File: config.mk
export PLATFORM = sky130hd
export DESIGN_NAME = hpd_ctrl
export DESIGN_NICKNAME = d
export VERILOG_FILES = /design/src/rtl/hpd_pkg.sv /design/src/rtl/hpd_ctrl.sv
export SDC_FILE = /design/constraint.sdc
export NUM_CORES = 1
export LEC_CHECK = 0
export BUFFER_PORTS_ARGS = -buffer_cell sky130_fd_sc_hd__buf_2
export CORE_AREA = 2 2 39 41
export CTS_BUF_LIST = sky130_fd_sc_hd__clkbuf_16
export CTS_CLUSTER_SIZE = 12
export DETAILED_ROUTE_END_ITERATION = 10
export DIE_AREA = 0 0 41 43
export GPL_TIMING_DRIVEN = 1
export PLACE_DENSITY = 0.53
export SYNTH_ARGS = -nofsm -noshare
export SYNTH_HDL_FRONTEND = slang
export SYNTH_SLANG_ARGS = --single-unit
File: constraint.sdc
create_clock -name clk -period 1.79 [get_ports clk]
set_clock_uncertainty 0.05 [all_clocks]
set_input_delay 0.179 -clock clk [delete_from_list [all_inputs] [get_ports clk]]
set_output_delay 0.179 -clock clk [all_outputs]
set_load 0.02 [all_outputs]
File: src/rtl/hpd_pkg.sv
package hpd_pkg;

	// default sizes
	localparam int TABLE_DEPTH_DEF  = 256;
	localparam int MAX_CODE_LEN_DEF = 16;

	// field widths
	localparam int CMD_W          = 2;
	localparam int ENTRY_INDEX_W  = 8;
	localparam int ENTRY_SYMBOL_W = 8;
	localparam int ENTRY_LEN_W    = 5;
	localparam int ENTRY_CODE_W   = 16;
	localparam int BYTE_W         = 8;
	localparam int VALID_BITS_W   = 4;

	// bits are taken from the top of the data byte down
	localparam int BYTE_TOP  = 7;
	localparam int BYTE_BITS = BYTE_TOP + 1;

	typedef enum logic [CMD_W-1:0] {
		CMD_CLEAR = 2'd0,
		CMD_WRITE = 2'd1,
		CMD_DATA  = 2'd2
	} cmd_t;

	typedef enum logic [2:0] {
		ST_IDLE,
		ST_BIT,
		ST_SCAN,
		ST_PLACE,
		ST_FLUSH
	} state_t;

	typedef struct packed {
		logic [ENTRY_SYMBOL_W-1:0] symbol;
		logic [ENTRY_LEN_W-1:0]    length;
		logic [ENTRY_CODE_W-1:0]   code;
	} entry_t;

	// controller -> datapath
	typedef struct packed {
		logic do_clear;     // wipe table valid bits and partial code
		logic do_write;     // write one table entry
		logic do_load;      // load data byte and bit count
		logic shift_bit;    // append next stream bit, restart scan
		logic scan_rd;      // read next table entry
		logic take_result;  // latch scan outcome, clear partial code
		logic place_hold;   // move latched result into hold slot
		logic push_mid;     // hold slot -> output, not last
		logic push_last;    // hold slot -> output, last of byte
	} ctrl_cmd_t;

	// datapath -> controller
	typedef struct packed {
		logic hit;
		logic scan_end;
		logic at_max;
		logic bits_left;
		logic hold_valid;
		logic out_free;
	} dp_stat_t;

endpackage

File: src/rtl/hpd_ctrl.sv
module hpd_ctrl (
	input  logic                          clk,
	input  logic                          arst_n,
	input  logic                          in_valid,
	output logic                          in_stall,
	input  logic [hpd_pkg::CMD_W-1:0]        command,
	input  logic [hpd_pkg::VALID_BITS_W-1:0] valid_bits,
	input  hpd_pkg::dp_stat_t             stat,
	output hpd_pkg::ctrl_cmd_t            cmd
);

	hpd_pkg::state_t state_q, state_nxt;
	logic            accept;
	logic            result_now;

	assign accept     = in_valid && (state_q == hpd_pkg::ST_IDLE);
	assign result_now = stat.hit || (stat.scan_end && stat.at_max);

	always_ff @(posedge clk or negedge arst_n) begin
		if (!arst_n) begin
			state_q <= hpd_pkg::ST_IDLE;
		end else begin
			state_q <= state_nxt;
		end
	end

	// next state
	always_comb begin
		state_nxt = state_q;
		unique case (state_q)
			hpd_pkg::ST_IDLE: begin
				if (accept && (command == hpd_pkg::CMD_DATA) && (valid_bits != '0)) begin
					state_nxt = hpd_pkg::ST_BIT;
				end
			end
			hpd_pkg::ST_BIT: begin
				state_nxt = hpd_pkg::ST_SCAN;
			end
			hpd_pkg::ST_SCAN: begin
				priority if (result_now) begin
					state_nxt = hpd_pkg::ST_PLACE;
				end else if (stat.scan_end) begin
					state_nxt = stat.bits_left ? hpd_pkg::ST_BIT : hpd_pkg::ST_FLUSH;
				end
			end
			hpd_pkg::ST_PLACE: begin
				if (!stat.hold_valid || stat.out_free) begin
					state_nxt = stat.bits_left ? hpd_pkg::ST_BIT : hpd_pkg::ST_FLUSH;
				end
			end
			hpd_pkg::ST_FLUSH: begin
				if (!stat.hold_valid || stat.out_free) begin
					state_nxt = hpd_pkg::ST_IDLE;
				end
			end
			default: begin
				state_nxt = hpd_pkg::ST_IDLE;
			end
		endcase
	end

	// outputs
	always_comb begin
		cmd      = '0;
		in_stall = (state_q != hpd_pkg::ST_IDLE);
		unique case (state_q)
			hpd_pkg::ST_IDLE: begin
				cmd.do_clear = accept && (command == hpd_pkg::CMD_CLEAR);
				cmd.do_write = accept && (command == hpd_pkg::CMD_WRITE);
				cmd.do_load  = accept && (command == hpd_pkg::CMD_DATA);
			end
			hpd_pkg::ST_BIT: begin
				cmd.shift_bit = 1'b1;
			end
			hpd_pkg::ST_SCAN: begin
				cmd.scan_rd     = !result_now && !stat.scan_end;
				cmd.take_result = result_now;
			end
			hpd_pkg::ST_PLACE: begin
				cmd.place_hold = !stat.hold_valid || stat.out_free;
				cmd.push_mid   = stat.hold_valid && stat.out_free;
			end
			hpd_pkg::ST_FLUSH: begin
				cmd.push_last = stat.hold_valid && stat.out_free;
			end
			default: begin
				cmd = '0;
			end
		endcase
	end

endmodule

# Yosys cells after proc, flatten, opt, wreduce, memory -nomap -nowiden
# Cells that the tools add are included.
# Widths: inputs -> output; s select.
[totals]
regBits = 3
latchBits = 0
ram_bits = 0
mem_bits_ro = 0
inputBits = 15
output_inout_bits = 10
wordCells = 41
memories = 0
[op_classes]
add_sub_neg = 0
multipliers = 0
n_div = 0
n_lt_le_gt_ge = 0
eq_ne = 10
n_shift = 0
muxes = 12
bitwise_logic = 0
reduce_logical = 18
[ops]
columns = ["cell", "n"]
rows = [
  ["$mux 3", 7],
  ["$pmux 3 s5", 1],
  ["$logic_and 1x1->1", 8],
  ["$eq 3x2->1 const B", 2],
  ["$mux 2", 2],
  ["$ne 2x2->1 const B", 2],
  ["$reduce_and 4->1", 1],
  ["$reduce_bool 4->1", 1],
  ["$eq 3x1->1 const B", 1],
  ["$eq 3x3->1 const B", 1],
  ["$logic_not 1->1", 3],
  ["$logic_not 3->1", 1],
  ["$ne 3x3->1 const B", 1],
  ["$reduce_bool 3->1", 1],
  ["$eq 2x1->1 const B", 1],
  ["$eq 2x2->1 const B", 1],
  ["$logic_not 2->1", 1],
  ["$logic_or 1x1->1", 2],
  ["$mux 1", 2],
  ["$ne 2x1->1 const B", 1],
]

# Longest topological paths before layout
# Gate-level depths: netlist of run 1.
[depth]
ltp_word = 6
ltp_mapped = 5
ltp_nobuf = 4

# Worst setup path before layout of run 1
# Ideal clock, no wire load.
[synth_path]
path_kind = "register to output"
start = "reg state_q[1]"
end = "out cmd[6] (netlist name)"
arrival_ns = 1.519
required_time_ns = 1.561
setup_slack_ns = 0.042
path_stages_with_launch = 5
path_buffers = 2
cell_sequence = "dfrtp_1 > buf_6 > or3_1 > buf_2 > nor3_1"
[synth_lines]
columns = ["element", "line_no", "source"]
rows = [
  ["start: declaration", "hpd_ctrl.sv:12", "hpd_pkg::state_t state_q, state_nxt;"],
  ["start signal: assignment", "hpd_ctrl.sv:21", "state_q <= hpd_pkg::ST_IDLE;"],
  ["start signal: assignment", "hpd_ctrl.sv:23", "state_q <= state_nxt;"],
  ["end: declaration", "hpd_ctrl.sv:9", "output hpd_pkg::ctrl_cmd_t cmd"],
]

==> results of run 1 <==
==> cells in the mapped netlist (all sizes together) (2+ instances only) <==
cell,count,share of area
nor3b,2,0.049
buf,3,0.069
dfrtp,3,0.24
nor2,4,0.049
nand2,6,0.073
nor4b,2,0.098
a21oi,3,0.049
o21bai,2,0.049
nor3,4,0.065
nor2b,2,0.041
==> logic make-up after synthesis <==
| group | Yosys count |
|---|---|
| buffers and inverters | 4 |
| AND/OR/NAND/NOR | 26 |
| AO/OA/AOI/OAI | 8 |
| flip-flops | 3 |
==> per-stage QoR <==
step | hold slack (ns) | setup slack (ns) | utilization | instance area, sq um | instances
after detailed placement | -0.0727 | 0.280 | 0.318 | 440 | 80
after global routing | 0.144 | 0.0425 | 0.386 | 534 | 85
after CTS | 0.132 | 0.0487 | 0.382 | 529 | 85
final | 0.131 | 0.111 | 0.386 | 534 | 85
after global placement | -0.0708 | 0.303 | 0.318 | 440 | 80
after floorplan | -0.167 | 0.0420 | - | 307 | 41
==> cell type report <==
cell class	instances	area, sq um
inverter	1	3.75
clock buffer	3	75.1
timing repair buffer	27	145
tap	16	20.0
sequential	3	75.1
fill	152	850
clock inverter	1	3.75
multi-input combinational	34	211
==> critical path: cells and delay by family, from the launching register on <==
| family | cells | cell delay, ns |
|---|---|---|
| AND/OR/NAND/NOR | 2 | 0.60 |
| flip-flops | 1 | 0.44 |
| buffers and inverters | 1 | 0.20 |
==> path summary, 6_finish.rpt <==
| check | slack [ns] | depth (start not counted) | to | startpoint |
|---|---|---|---|---|
| worst max-delay path | 0.11 | 3 | cmd[8] | state_q[2] |
| worst min-delay path | 0.13 | 2 | state_q[2] | stat[2] |
| worst max register to register | 0.46 | 5 | state_q[0] | state_q[0] |
| worst min register to register | 0.56 | 1 | state_q[1] | state_q[2] |
| max in group asynchronous | 1.35 | 2 | state_q[2] | arst_n |
| min in group asynchronous | 0.23 | 2 | state_q[1] | arst_n |
==> power by group <==
part / leakage [uW] / total [uW] / switching (uW) / internal (uW)
clock network: 0.0000423 / 347 / 58.7 / 288
logic: 0.000188 / 410 / 235 / 174
registers: 0.0000381 / 118 / 20.9 / 96.9
total: 0.000268 / 874 / 315 / 559
==> layer usage <==
layer / share of wire / vias up / global-route usage
li1: - / 205 / -
met1: 0.43 / 166 / 0.135
met2: 0.43 / 22 / 0.163
met3: 0.13 / 2 / 0.0628
met4: 0.012 / 0 / 0.0600
met5: 0 / - / 0
==> what timing repair did <==
action	in CTS	in global routing
resized for setup	0	1
endpoints found under the setup margin	0	3
hold buffers	1	0
hold endpoints to repair	3	0
==> run metrics, run 1 <==
status finished clean; unrepaired setup endpoints after global routing false; pwr dens about 1600 nW/um^2; EDFF count, synth 0; # rows 14; critical path, cell by cell or3_4, nor4b_2, buf_2; Gate Count Post-Synth just over 40; CTS tree yes; type of the most critical hold path in -> reg; final worst-path cycle share 0.938; Final HPWL DP between 600 and 700 microns; simple-gate share of the synthesized area 0.502; Netlist cell types 21; residual DRC count 0; IO Port Bufs 24; xor-xnor portion of the synthesized cell area 0; Slew Limit Headroom 0.846; FMAX 596 MHz; share of cells above drive strength 1 0.464; fin crit period approximately 1.7 ns; Total Wirelength ~840 microns; Largest stage delay, worst path between 0.4 and 0.5 ns; clk_lat worst skew 0.22 ns; Mapped Area around 310 sq um; post-synthesis mux area share 0; Synth Area in Compound Gates 0.171; largest family of logic cells by synthesized area simple AND/OR/NAND/NOR gates; Post-Syn Nets 56; Root Buffer clkbuf_16; Starting Density 0.222; Total GRT Usage 0.116; syn_area_per_cell ~7.5 sq um; setup_tns 0 ns; largest net degree at the start of global routing 10; asr flop ratio synth 1.00; clk sink count 3; final setup vio count 0; Worst path slowest cell dfrtp_1; register area share after synthesis 0.245; Largest register FFs 3; die height 43 microns; DR vias ~400; antenna-violating nets left 0; first-pass GRT wire length 1340 microns; Synth Area in Adders 0; NumNets Final 85; initial antenna violation count 0; crit path kind reg -> out; core area about 1400 sq um; number of DRC markers in iteration 0 4; diode count 0; clock transition at the registers of the reported paths around 0.03 ns; DRT Pass-1 Iters 4; predominant post-synthesis flop cell dfrtp_1; Crit Path Max Fanout 8; CTS Buffer Depth 2; most frequent cells in the layout buf_2 (24), nand2_1 (6), nor3_1 (4), nor2_1 (4); GPL Wtd Cong about 0.78; Max Cap Violations 0; P&R area growth vs syn 74.3%; gr ovfl total 0; vias per cell 4.65; final count of hold timing violations 0; peak supply drop between 0.8 and 0.9 mV; DR WL/cell about 9.9 microns; commonest non-fill, non-tap cell in the layout buf_2; Die W ~41 microns; Post-CTS Setup Bufs 0; CP Launch Type flop; fin. max-slew vios 0; total power approximately 900 uW; measured slew at the worst slew-check pin around 0.23 ns; die area approximately 1800 sq um; CP Data Arrival Time roughly 1.5 ns; Top reg by flops state_q; LEAKAGE ~0.00027 uW; CTS H-Tree Depth 1; top flop regs state_q: 3 flops; #FFs+latches synth 3; I/O pin count 25; clock buffer count from CTS 3; CP Data Required Time 1.56 ns; number of global-route vias before repair approximately 360; Yosys warning total 0; CP Capture Type primary output
(Power assumes the default switching activity.)
==> inputs of run 2 (changes only) <==
ABC_AREA = 1   (was unset)
PLACE_DENSITY = 0.55   (was 0.53)
==> run 2 against run 1 <==
Area after synthesis increased by 8.2%. Core utilization grew 1.9 points. Largest cell class unchanged. Non-clock buffer count shrank 2. Cell count increased by 20%. Highest routed layer is now met3.
==> run metrics, run 2 <==
Max Cap Violations 0; first-pass GRT wire length between 1000 and 1500 microns; Root Buffer clkbuf_16; number of DRC markers in iteration 0 7; post-synth top area share 0.226; largest area contributor in the netlist dfrtp_1; Buffers & Inverters on Critical Path 2; clk_lat worst skew roughly 0.22 ns; P&R area growth vs syn 69.1%; CP Data Required Time approximately 1.6 ns; CTS Buffer Depth 2; clock transition at the registers of the reported paths around 0.030 ns; cell count of the worst hold path 4; Total GRT Usage 0.118; IO Port Bufs 24; asr flop ratio synth 1.00; post-route cell area 561 sq um; R2R Path End state_q[1]; LEAKAGE around 0.00033 uW; vias per cell between 4 and 5; simple-gate share of the synthesized area 0.645; syn_area_per_cell between 5 and 6 sq um; crit path kind reg -> out; count leader, synth nand2_1; Synth Area in Compound Gates 0.0151; Post-Syn Nets 72; Final HPWL DP between 700 and 800 microns; worst hold margin ~0.20 ns; Top reg by flops state_q; fin. max-slew vios 0; pwr dens between 1500 and 2000 nW/um^2; Placed Cells 97; initial antenna violation count 0; post-route setup slack 0.168 ns; commonest non-fill, non-tap cell in the layout buf_2; critical path, cell by cell nor2_2, nand2_2, nor2_2, inv_1, nor3_1, buf_2; measured slew at the worst slew-check pin 0.307 ns; PostCTS Resize Cnt 0; share of cells above drive strength 1 0.442; type of the most critical hold path in -> reg; Die W about 40 microns; Largest stage delay, worst path around 0.41 ns; most frequent cells in the layout buf_2 (24), nand2_1 (12), inv_1 (11); Total Wirelength slightly below 800 microns; #FFs+latches synth 3; final worst-path cycle share 0.906; die area between 1500 and 2000 sq um; reg2reg start state_q[1]; Post-CTS Setup Bufs 0; setup_tns 0 ns; CP Capture Type primary output; CP Data Arrival Time ~1.4 ns; fin crit period 1.62 ns; largest net degree at the start of global routing 6; post-synthesis mux area share 0; GPL Wtd Cong 0.744; CP delay by family, top simple AND/OR/NAND/NOR gates; Crit Path Max Fanout 5; gr ovfl total 0; predominant post-synthesis flop cell dfrtp_1; CTS H-Tree Depth 1; Worst path slowest cell dfrtp_1; clock buffer count from CTS 3; Slew Limit Headroom 0.795; Largest register FFs 3; DR WL/cell 7.75 microns; I/O pin count 25; Starting Density 0.240; antenna-violating nets left 0; R2R Setup Slk 0.52 ns; fin cells a little over 100; unrepaired setup endpoints after global routing false; pre-CTS setup slack 0.400 ns; number of global-route vias before repair 400; Gate Count Post-Synth between 50 and 60; synth top area cells dfrtp_1 (23%), nand2_1 (14%), inv_1 (11%); xor-xnor portion of the synthesized cell area 0; NumNets Final 102; R2R depth 8; EDFF count, synth 0; largest family of logic cells by synthesized area simple AND/OR/NAND/NOR gates; top flop regs state_q: 3 flops; clk sink count 3; residual DRC count 0; Netlist cell types 12; core area roughly 1400 sq um; Synth top cells by count nand2_1 (12), inv_1 (10), nor2_1 (9); die height around 43 microns; register area share after synthesis 0.226; Mapped Area ~330 sq um; peak supply drop roughly 0.74 mV; DRT Pass-1 Iters 4; DR vias 426; Yosys warning total 0; Synth Area in Adders 0; diode count 0; FMAX a little over 600 MHz; final count of hold timing violations 0; status finished clean; CP Launch Type flop; final setup vio count 0; area post-placement roughly 470 sq um; Worst path most repeated cell nor2_2; min-delay src stat[2]; # rows 14; Worst Hold End state_q[2]; CTS tree yes
==> run 2: changes by cell type in the layout (fill, tap and decap cells not counted), moves of 3 or more <==
| cell | change |
|---|---|
| inv_1 | +9 |
| nand2_1 | +6 |
| nand2_2 | +4 |
| nand3_1 | +3 |
| nor2_1 | +5 |
| nor2_2 | +4 |
==> run 2: what timing repair did <==
item                                   in CTS  in global routing
endpoints found under the hold margin       3                  0
setup endpoints to repair                   0                  0
hold buffers                                1                  0
==> run 2: worst max-delay path by stage <==
stage / from / endpoint / slack [ns] / cells after the start
after global placement: state_q[1] / cmd[6] / 0.44 / 6
after floorplan: state_q[1] / cmd[6] / 0.23 / 5
final: state_q[1] / cmd[8] / 0.17 / 6
after CTS: state_q[1] / cmd[8] / 0.16 / 6
after global routing: state_q[1] / cmd[8] / 0.04 / 6
after detailed placement: state_q[1] / cmd[8] / 0.40 / 6
==> run 2: layer usage <==
metal / up-vias / GRT usage / wire (microns)
met5: - / 0 / 0
met4: 0 / 0.0200 / 0
met3: 0 / 0.0471 / 65
met2: 14 / 0.178 / 365
met1: 175 / 0.155 / 360
li1: 237 / - / -
==> run 2: final cells by class <==
| class | instances | area [sq um] |
|---|---|---|
| inverter | 10 | 37.5 |
| clock buffer | 3 | 75.1 |
| multi-input combinational | 44 | 219 |
| tap | 16 | 20.0 |
| clock inverter | 1 | 3.75 |
| timing repair buffer | 25 | 130 |
| sequential | 3 | 75.1 |
| fill | 162 | 823 |
==> run 2: kinds of logic after synthesis <==
family,count (synthesis)
simple gates,43
flops,3
compound gates,1
buf+inv,10
==> run 2: per-stage QoR <==
step | util | total power (uW)
6_report | 0.405 | 919
5_1_grt | 0.405 | 996
4_1_cts | 0.405 | 929
3_5_place_dp | 0.341 | 574
3_3_place_gp | 0.341 | 580
2_1_floorplan | - | 464
==> run 2: where the power goes <==
part / leakage, uW / total [uW] / internal [uW] / switching (uW)
clock network: 0.0000423 / 344 / 288 / 56.3
logic: 0.000252 / 441 / 153 / 288
registers: 0.0000380 / 134 / 99.2 / 34.9
total: 0.000332 / 919 / 540 / 379
==> run 2: tightest hold or removal path, delay by kind of cell <==
kind                   cells  cell delay, ns
AND/OR/NAND/NOR            3            0.15
buffers and inverters      1            0.09
